## src/ovb_pkg.sv

```systemverilog
package ovb_pkg;

	typedef logic [2:0]         op_t;
	typedef logic signed [31:0] value_t;

	localparam op_t OP_SET_MODE = 3'd0;
	localparam op_t OP_NUMBER   = 3'd1;
	localparam op_t OP_DUMP     = 3'd2;
	localparam op_t OP_CUT      = 3'd3;
	localparam op_t OP_CLEAR    = 3'd4;

endpackage

```

## src/ovb_in_if.sv

```systemverilog
interface ovb_in_if import ovb_pkg::*; ();

	logic   valid;
	logic   ready;
	op_t    operation;
	value_t value;

	modport source (output valid, output operation, output value, input ready);
	modport sink (input valid, input operation, input value, output ready);

endinterface

```

## src/ovb_out_if.sv

```systemverilog
interface ovb_out_if import ovb_pkg::*; ();

	logic   valid;
	logic   ready;
	value_t out_value;
	logic   last;
	logic   dropped_full;

	modport source (output valid, output out_value, output last, output dropped_full,
		input ready);
	modport sink (input valid, input out_value, input last, input dropped_full,
		output ready);

endinterface

```

## src/ordered_value_bag_unit.sv

```systemverilog
// Insertion-ordered bag of signed 32-bit values, newest first, held in a single
// RAM of CAPACITY entries used as a ring (oldest entry at the base pointer).
// Items are taken one at a time; cmd.ready is low while an item is at work.
// Set mode and clear finish in idle; an insert without a duplicate check
// passes through the insert state alone. Every other item is paced by the
// RAM's single registered read port: a search takes a read and a compare
// step per entry visited, removing an entry reads and writes each younger
// entry to move it down, dump reads and loads each entry and cut the oldest
// one; dump, cut and a dropped insert also wait while the result side holds
// result.ready low. An insert into a full store is dropped and reported by
// one result with dropped_full set. The user writes allow_duplicates through
// cfg_we/cfg_data only while the block is idle; the block does not enforce it.
module ordered_value_bag_unit import ovb_pkg::*; #(
	parameter int CAPACITY = 16
) (
	input  logic             clk,
	input  logic             arst_n,
	ovb_in_if.sink           cmd,
	ovb_out_if.source        result,
	input  logic             cfg_we,
	input  logic             cfg_data
);

	localparam int AW = $clog2(CAPACITY);
	localparam int CW = $clog2(CAPACITY + 1);
	localparam logic [AW:0]   CAP_W  = (AW + 1)'(CAPACITY);
	localparam logic [CW-1:0] CAP_C  = CW'(CAPACITY);
	localparam logic [AW-1:0] LAST_P = AW'(CAPACITY - 1);

	localparam logic [3:0] S_IDLE   = 4'd0;
	localparam logic [3:0] S_SEARCH = 4'd1;
	localparam logic [3:0] S_CMP    = 4'd2;
	localparam logic [3:0] S_INSERT = 4'd3;
	localparam logic [3:0] S_SHRD   = 4'd4;
	localparam logic [3:0] S_SHWR   = 4'd5;
	localparam logic [3:0] S_READ   = 4'd6;
	localparam logic [3:0] S_LOAD   = 4'd7;

	logic [3:0]    state_q;
	op_t           op_q;
	value_t        val_q;
	logic [AW-1:0] idx_q;
	logic [CW-1:0] count_q;
	logic [AW-1:0] base_q;
	logic          add_mode_q;
	logic          allow_dup_q;
	logic          out_valid_q;
	value_t        out_value_q;
	logic          out_last_q;
	logic          out_full_q;

	logic [CW-1:0] cnt_m1;
	logic [AW-1:0] ridx;
	logic [AW:0]   rsum;
	logic [AW-1:0] raddr;
	logic [AW-1:0] widx;
	logic [AW:0]   wsum;
	logic [AW-1:0] waddr;
	logic          we;
	logic [31:0]   wdata;
	logic [31:0]   rdata;
	logic          out_free;
	logic          out_load;
	value_t        load_value;
	logic          load_last;
	logic          load_full;
	logic          hit;

	assign cnt_m1   = count_q - 1'b1;
	assign out_free = !out_valid_q || result.ready;
	assign hit      = (rdata == $unsigned(val_q));

	assign ridx  = (state_q == S_SHRD) ? idx_q + 1'b1 : idx_q;
	assign rsum  = {1'b0, base_q} + {1'b0, ridx};
	assign raddr = (rsum >= CAP_W) ? AW'(rsum - CAP_W) : rsum[AW-1:0];

	assign widx  = (state_q == S_INSERT) ? count_q[AW-1:0] : idx_q;
	assign wsum  = {1'b0, base_q} + {1'b0, widx};
	assign waddr = (wsum >= CAP_W) ? AW'(wsum - CAP_W) : wsum[AW-1:0];

	assign we    = ((state_q == S_INSERT) && (count_q != CAP_C)) || (state_q == S_SHWR);
	assign wdata = (state_q == S_INSERT) ? $unsigned(val_q) : rdata;

	ovb_ram #(
		.WIDTH(32),
		.DEPTH(CAPACITY)
	) u_ram (
		.clk  (clk),
		.we   (we),
		.waddr(waddr),
		.wdata(wdata),
		.raddr(raddr),
		.rdata(rdata)
	);

	always_comb begin
		out_load   = 1'b0;
		load_value = '0;
		load_last  = 1'b0;
		load_full  = 1'b0;
		if (out_free) begin
			if (state_q == S_INSERT && count_q == CAP_C) begin
				out_load  = 1'b1;
				load_last = 1'b1;
				load_full = 1'b1;
			end else if (state_q == S_LOAD) begin
				out_load   = 1'b1;
				load_value = value_t'(rdata);
				load_last  = (op_q == OP_CUT) || (idx_q == '0);
			end
		end
	end

	assign cmd.ready           = (state_q == S_IDLE);
	assign result.valid        = out_valid_q;
	assign result.out_value    = out_value_q;
	assign result.last         = out_last_q;
	assign result.dropped_full = out_full_q;

	always_ff @(posedge clk or negedge arst_n) begin
		if (!arst_n) begin
			allow_dup_q <= 1'b0;
		end else if (cfg_we) begin
			allow_dup_q <= cfg_data;
		end
	end

	always_ff @(posedge clk) begin
		if (out_load) begin
			out_value_q <= load_value;
			out_last_q  <= load_last;
			out_full_q  <= load_full;
		end
		if (state_q == S_IDLE && cmd.valid) begin
			op_q  <= cmd.operation;
			val_q <= cmd.value;
		end
	end

	always_ff @(posedge clk or negedge arst_n) begin
		if (!arst_n) begin
			state_q     <= S_IDLE;
			idx_q       <= '0;
			count_q     <= '0;
			base_q      <= '0;
			add_mode_q  <= 1'b0;
			out_valid_q <= 1'b0;
		end else begin
			if (out_load) begin
				out_valid_q <= 1'b1;
			end else if (result.ready) begin
				out_valid_q <= 1'b0;
			end
			unique case (state_q)
				S_IDLE: begin
					if (cmd.valid) begin
						unique case (cmd.operation)
							OP_SET_MODE: begin
								add_mode_q <= (cmd.value != '0);
							end
							OP_NUMBER: begin
								idx_q <= cnt_m1[AW-1:0];
								if (count_q != '0 && !(add_mode_q && allow_dup_q)) begin
									state_q <= S_SEARCH;
								end else if (add_mode_q) begin
									state_q <= S_INSERT;
								end
							end
							OP_DUMP: begin
								idx_q <= cnt_m1[AW-1:0];
								if (count_q != '0) begin
									state_q <= S_READ;
								end
							end
							OP_CUT: begin
								idx_q <= '0;
								if (count_q != '0) begin
									state_q <= S_READ;
								end
							end
							OP_CLEAR: begin
								count_q <= '0;
							end
							default: begin
							end
						endcase
					end
				end
				S_SEARCH: begin
					state_q <= S_CMP;
				end
				S_CMP: begin
					if (hit) begin
						if (add_mode_q) begin
							state_q <= S_IDLE;
						end else if (CW'(idx_q) == cnt_m1) begin
							count_q <= cnt_m1;
							state_q <= S_IDLE;
						end else begin
							state_q <= S_SHRD;
						end
					end else if (idx_q == '0) begin
						state_q <= add_mode_q ? S_INSERT : S_IDLE;
					end else begin
						idx_q   <= idx_q - 1'b1;
						state_q <= S_SEARCH;
					end
				end
				S_INSERT: begin
					if (count_q != CAP_C) begin
						count_q <= count_q + 1'b1;
						state_q <= S_IDLE;
					end else if (out_free) begin
						state_q <= S_IDLE;
					end
				end
				S_SHRD: begin
					state_q <= S_SHWR;
				end
				S_SHWR: begin
					if (CW'(idx_q) + CW'(2) == count_q) begin
						count_q <= cnt_m1;
						state_q <= S_IDLE;
					end else begin
						idx_q   <= idx_q + 1'b1;
						state_q <= S_SHRD;
					end
				end
				S_READ: begin
					state_q <= S_LOAD;
				end
				S_LOAD: begin
					if (out_free) begin
						if (op_q == OP_CUT) begin
							base_q  <= (base_q == LAST_P) ? '0 : base_q + 1'b1;
							count_q <= cnt_m1;
							state_q <= S_IDLE;
						end else if (idx_q == '0) begin
							state_q <= S_IDLE;
						end else begin
							idx_q   <= idx_q - 1'b1;
							state_q <= S_READ;
						end
					end
				end
				default: begin
					state_q <= S_IDLE;
				end
			endcase
		end
	end

	a_count_bound: assert property (@(posedge clk) disable iff (!arst_n)
		count_q <= CAP_C)
		else $error("entry count above capacity");

	a_full_zero: assert property (@(posedge clk) disable iff (!arst_n)
		result.valid && result.dropped_full |-> result.out_value == '0 && result.last)
		else $error("overflow report carries a value");

	a_write_state: assert property (@(posedge clk) disable iff (!arst_n)
		we |-> (state_q == S_INSERT) || (state_q == S_SHWR))
		else $error("RAM written outside insert or shift");

	a_clear: assert property (@(posedge clk) disable iff (!arst_n)
		cmd.valid && cmd.ready && cmd.operation == OP_CLEAR |=> count_q == '0)
		else $error("clear left entries behind");

	a_shift_range: assert property (@(posedge clk) disable iff (!arst_n)
		state_q == S_SHRD |-> CW'(idx_q) + CW'(1) < count_q)
		else $error("shift read beyond newest entry");

endmodule

```

## src/ovb_ram.sv

```systemverilog
module ovb_ram #(
	parameter int WIDTH = 32,
	parameter int DEPTH = 16
) (
	input  logic                     clk,
	input  logic                     we,
	input  logic [$clog2(DEPTH)-1:0] waddr,
	input  logic [WIDTH-1:0]         wdata,
	input  logic [$clog2(DEPTH)-1:0] raddr,
	output logic [WIDTH-1:0]         rdata
);

	logic [WIDTH-1:0] mem_q [DEPTH];

	always_ff @(posedge clk) begin
		if (we) begin
			mem_q[waddr] <= wdata;
		end
		rdata <= mem_q[raddr];
	end

endmodule
```

## src/flat_wrapper.sv

```systemverilog
// flat-port wrapper written by rule: the top's interface ports become plain ports
module ordered_value_bag_unit_flat import ovb_pkg::*;
#(
	parameter int CAPACITY = 16
)
  (clk, arst_n, cfg_we, cfg_data, cmd_valid, cmd_operation, cmd_value, cmd_ready, result_valid, result_out_value, result_last, result_dropped_full, result_ready);
  ovb_in_if cmd_i ();
  ovb_out_if result_i ();
  input  logic clk;
  input  logic arst_n;
  input  logic cfg_we;
  input  logic cfg_data;
  input wire logic [$bits(cmd_i.valid)-1:0] cmd_valid;
  input wire logic [$bits(cmd_i.operation)-1:0] cmd_operation;
  input wire logic [$bits(cmd_i.value)-1:0] cmd_value;
  output wire logic [$bits(cmd_i.ready)-1:0] cmd_ready;
  output wire logic [$bits(result_i.valid)-1:0] result_valid;
  output wire logic [$bits(result_i.out_value)-1:0] result_out_value;
  output wire logic [$bits(result_i.last)-1:0] result_last;
  output wire logic [$bits(result_i.dropped_full)-1:0] result_dropped_full;
  input wire logic [$bits(result_i.ready)-1:0] result_ready;
  assign cmd_i.valid = cmd_valid;
  assign cmd_i.operation = cmd_operation;
  assign cmd_i.value = cmd_value;
  assign cmd_ready = cmd_i.ready;
  assign result_valid = result_i.valid;
  assign result_out_value = result_i.out_value;
  assign result_last = result_i.last;
  assign result_dropped_full = result_i.dropped_full;
  assign result_i.ready = result_ready;
  ordered_value_bag_unit #(.CAPACITY(CAPACITY)) u_core (.clk(clk), .arst_n(arst_n), .cmd(cmd_i), .result(result_i), .cfg_we(cfg_we), .cfg_data(cfg_data));
endmodule
```

## config.mk

```make
export PLATFORM = sky130hd
export DESIGN_NAME = ordered_value_bag_unit_flat
export DESIGN_NICKNAME = d
export VERILOG_FILES = /design/src/ovb_pkg.sv /design/src/ovb_in_if.sv /design/src/ovb_out_if.sv /design/src/ordered_value_bag_unit.sv /design/src/ovb_ram.sv /design/src/flat_wrapper.sv
export SDC_FILE = /design/constraint.sdc
export NUM_CORES = 1
export LEC_CHECK = 0
export BUFFER_PORTS_ARGS = -buffer_cell sky130_fd_sc_hd__buf_4
export CAP_MARGIN = 20
export CORE_ASPECT_RATIO = 0.6
export CORE_UTILIZATION = 56
export CTS_CLUSTER_SIZE = 14
export DETAILED_ROUTE_END_ITERATION = 10
export PLACE_DENSITY = 0.87
export SLEW_MARGIN = 20
export SYNTH_ARGS = -nofsm -noshare
export SYNTH_HDL_FRONTEND = slang
export SYNTH_HIERARCHICAL = 1
export SYNTH_SLANG_ARGS = --single-unit
```

## constraint.sdc

```tcl
create_clock -name clk -period 5.36 [get_ports clk]
set_input_delay 1.072 -clock clk [delete_from_list [all_inputs] [get_ports clk]]
set_output_delay 1.072 -clock clk [all_outputs]
set_load 0.02 [all_outputs]
```

==> results.txt <==
The transition time at the pin with the least slew margin came out at ~1.1 ns. The async set-reset flop share out of synthesis came out at 3.01%. The placed wire-length estimate came out at 38.0 mm. Of all cell types, the one taking the most synthesized area is sky130_fd_sc_hd__edfxtp_1. The worst clock skew on the final layout came out at roughly 0.027 ns. The mean instance size in the synthesized netlist came out at 18.7 um^2.

STA classifies the critical path startpoint as a register. The worst relative slew slack came out at between 20% and 30%. The final period demand of the worst path came out at around 4.3 ns. The type of the worst setup path is reg -> reg. The flow ran to the end, but the final reports show violations. The detailed-route wire length is 61.1 mm. The net switching share of the total power came out at between 30% and 40%. Summed over all layers, the global routing overflow is 0.

Measured on the finished design, the core utilization comes to 64.3%. In this run the number of H-tree levels came out at 2. 77 I/O pins were placed.

The share of total power dissipated in the clock network is 19.2%. The number of distinct library cells after synthesis came out at 67. The clock-pin transition on the worst setup and hold timing paths is 0.07 ns. The starting utilization of the core area is 57.3%. The area fraction of the dominant cell type after synthesis came out at about 70%. The final weighted congestion in routability-driven placement is between 0.9 and 1. The power per cell area is 667 nW/um^2. After synthesis, the cell types taking the most area are sky130_fd_sc_hd__edfxtp_1 70%, sky130_fd_sc_hd__mux4_2 12%, sky130_fd_sc_hd__dfxtp_1 2.6%. The maximum achievable frequency came out at 233 MHz. The summed area of non-filler cells in the final layout came out at around 28000 um^2.

Across all hold checks on the routed design, the worst slack comes to between 0.3 and 0.4 ns. The number of flops mapped to enable cells by yosys came out at between 500 and 600. The number of antenna violations at the first check in global routing came out at 2. In this run the static leakage power is between 9 and 10 nW. The placeable core region came out at approximately 44000 um^2. The via count of the first global-routing pass came out at roughly 14000. The worst setup path is captured at a register. The share of total power dissipated in sequential elements is a little under two fifths. The global-route total usage across every layer is ~27%. After synthesis, flip-flops and latches occupy 74.3% of the total area.

The count of input and output buffers is 76. The fraction of layout cells with a size suffix above 1 came out at 23.5%. The y dimension of the die is roughly 170 um.

The final reports fail on DRC. The final sum of negative setup slack came out at 0 ns. After the last flow step, the layout net total stands at ~1500. Synthesis inferred 632 register bits.

The maximum resistive drop on vdd came out at about 540 uV. The Yosys step of the flow raised 6 warnings. Entering global routing, the biggest net connects 46 pins. The number of hold buffers added after cts is 0. The number of maximum-capacitance violations came out at 0. The via density per instance is about 6.6.

Compared with the post-synthesis result, the final layout area differs by 12.2%. The number of hold violations in the final report came to 0. The predominant post-synthesis flop cell is sky130_fd_sc_hd__edfxtp_1. The root cell of the clock tree is sky130_fd_sc_hd__clkbuf_16. TritonCTS built the clock tree. Once detail routing completed, the nets flagged for antenna violations numbered 0. The final max-slew violation count was 0. The number of instances in the synthesized netlist came out at around 1300. The number of setup buffers added after CTS came out at 0. The clock reaches the later pin of the worst-skew pair after around 0.60 ns. Setup repair after global routing left no endpoint under its margin. The fill cell total of the finished layout came out at roughly 2800. The cell row count is 59. The total iterations of the first detailed-routing run came out at 10. The combinational share of power is 42.9%. After detailed routing, the average wire length per cell comes to ~30 um. Along the worst path, the maximum fanout reaches 32. The width of the die is between 200 and 300 um. The internal power of the cells totals about 12 mW.

The power dissipated by switching net loads came out at about 6.8 mW. The leading cell type in the layout, fill and taps excluded is sky130_fd_sc_hd__edfxtp_1. The first routing iteration left approximately 2200 violations.

In the layout the commonest cells are 581 x sky130_fd_sc_hd__edfxtp_1, 148 x sky130_fd_sc_hd__nand2_1, 128 x sky130_fd_sc_hd__mux4_2. After layout, the worst path uses ~80% of the clock period. The number of gates given a new drive strength after cts is 0. The cell area reported after detailed placement is about 26000 um^2. The worst register-to-register path has a setup slack of about 1.1 ns.

The count of vias placed by the detailed router is 13600. The first-pass GRT wire length came out at 90.2 mm. The net count of the mapped netlist is about 1400.

The buffer levels on the longest clock path came out at 3. The critical path arrival came out at between 4 and 5 ns. Buffers inserted during clock tree synthesis total 53. The mapped cell area came out at between 20000 and 25000 um^2. STA puts the critical path data required time at 5.59 ns. The number of DRC violations after detailed routing came out at 2. The final setup violation count is 0. The path type of the worst min-delay path is in -> async. The area of the die is approximately 45000 um^2. The sink count of the clock tree came out at roughly 630.
==> registers in the layout, summed over array words and instances, names as in the netlist, 3 cells and up <==
| name | cells |
|---|---|
| u_core/u_ram/rdata | 32 |
| u_core/val_q | 32 |
| u_core/count_q | 5 |
| u_core/op_q | 3 |
| u_core/base_q | 4 |
| u_core/u_ram/mem_q | 512 |
| u_core/idx_q | 4 |
| u_core/result.out_value | 32 |
| u_core/state_q | 3 |
==> path summary, 6_finish.rpt <==
check | depth (start not counted) | start | end
max in group asynchronous | 1 | arst_n | u_core/idx_q[2]
setup reg to reg | 10 | u_core/state_q[1] | u_core/u_ram/mem_q[11][8]
setup / recovery | 10 | u_core/state_q[1] | u_core/u_ram/mem_q[11][8]
hold reg to reg | 1 | u_core/allow_dup_q | u_core/allow_dup_q
min in group clk | 1 | u_core/allow_dup_q | u_core/allow_dup_q
hold / removal | 1 | arst_n | u_core/result.valid
==> routing by layer <==
layer | up-vias | GRT usage (%) | part of all wire [%]
li1 | 5515 | - | -
met1 | 6912 | 40.9 | 38
met2 | 1041 | 40.4 | 45
met3 | 126 | 7.15 | 14
met4 | 0 | 8.14 | 3.1
met5 | - | 0 | 0
==> power groups by stage <==
stage	clock network, mW	registers, mW	logic (mW)
detailed placement	0	7.17	7.85
global placement	0	7.14	7.58
finish	3.59	7.09	8.02
floorplan	0	6.96	5.50
global route	3.82	7.12	8.46
CTS	3.63	7.07	7.93
==> cell usage after synthesis, drive strengths merged (6+ instances only) <==
cell type,n
nor3,13
mux4,128
nor4,11
o21ai,19
xnor2,49
edfxtp,581
ha,16
clkbuf,29
nor2,26
buf,36
inv,12
dfxtp,32
a21oi,13
nand4,12
nand3,6
mux2,8
xor2,8
dfrtp,19
and2,37
a22oi,65
nand2,148
==> final cells by class <==
| cell class | instances | area [um^2] | area share, % |
|---|---|---|---|
| flip-flops and latches | 632 | 18600 | 66.2 |
| multi-input cells | 624 | 6240 | 22.3 |
| clock buffers | 90 | 1520 | 5.40 |
| repair buffers | 109 | 893 | 3.19 |
| well taps | 579 | 724 | 2.58 |
| clock inverters | 9 | 53.8 | 0.192 |
| inverters | 12 | 45.0 | 0.161 |
| diodes | 2 | 5.00 | 0.0178 |
==> stage by stage <==
step	setup WS [ns]	std cells	power [mW]
floorplan	0.0601	1333	12.5
global route	0.963	2055	19.4
global placement	1.30	1956	14.7
finish	1.06	2057	18.7
detailed placement	1.28	1956	15.0
CTS	1.19	2055	18.6
==> critical path, cell delays in order, from the launching register on <==
cell and delay, ns:
sky130_fd_sc_hd__dfrtp_1 0.64, sky130_fd_sc_hd__and3b_2 0.62, sky130_fd_sc_hd__o21ai_0 0.27, sky130_fd_sc_hd__ha_1 0.34
sky130_fd_sc_hd__a21o_1 0.15, sky130_fd_sc_hd__a21oi_1 0.17, sky130_fd_sc_hd__xnor2_1 0.11, sky130_fd_sc_hd__xnor2_1 0.43
sky130_fd_sc_hd__nand3b_1 0.44, sky130_fd_sc_hd__nor2_4 0.21, sky130_fd_sc_hd__buf_4 0.48
==> kinds of logic after synthesis <==
| kind of cell | count (synthesis) | share of synthesized area, % |
|---|---|---|
| flip-flops | 632 | 74.3 |
| AND/OR/NAND/NOR | 283 | 5.44 |
| multiplexers | 139 | 12.1 |
| AO/OA/AOI/OAI | 126 | 3.68 |
| buffers and inverters | 77 | 1.41 |
| XOR/XNOR | 58 | 2.12 |
| adder cells (fa/ha/maj) | 18 | 0.961 |
Note: power is estimated with default switching activity, not from simulation.
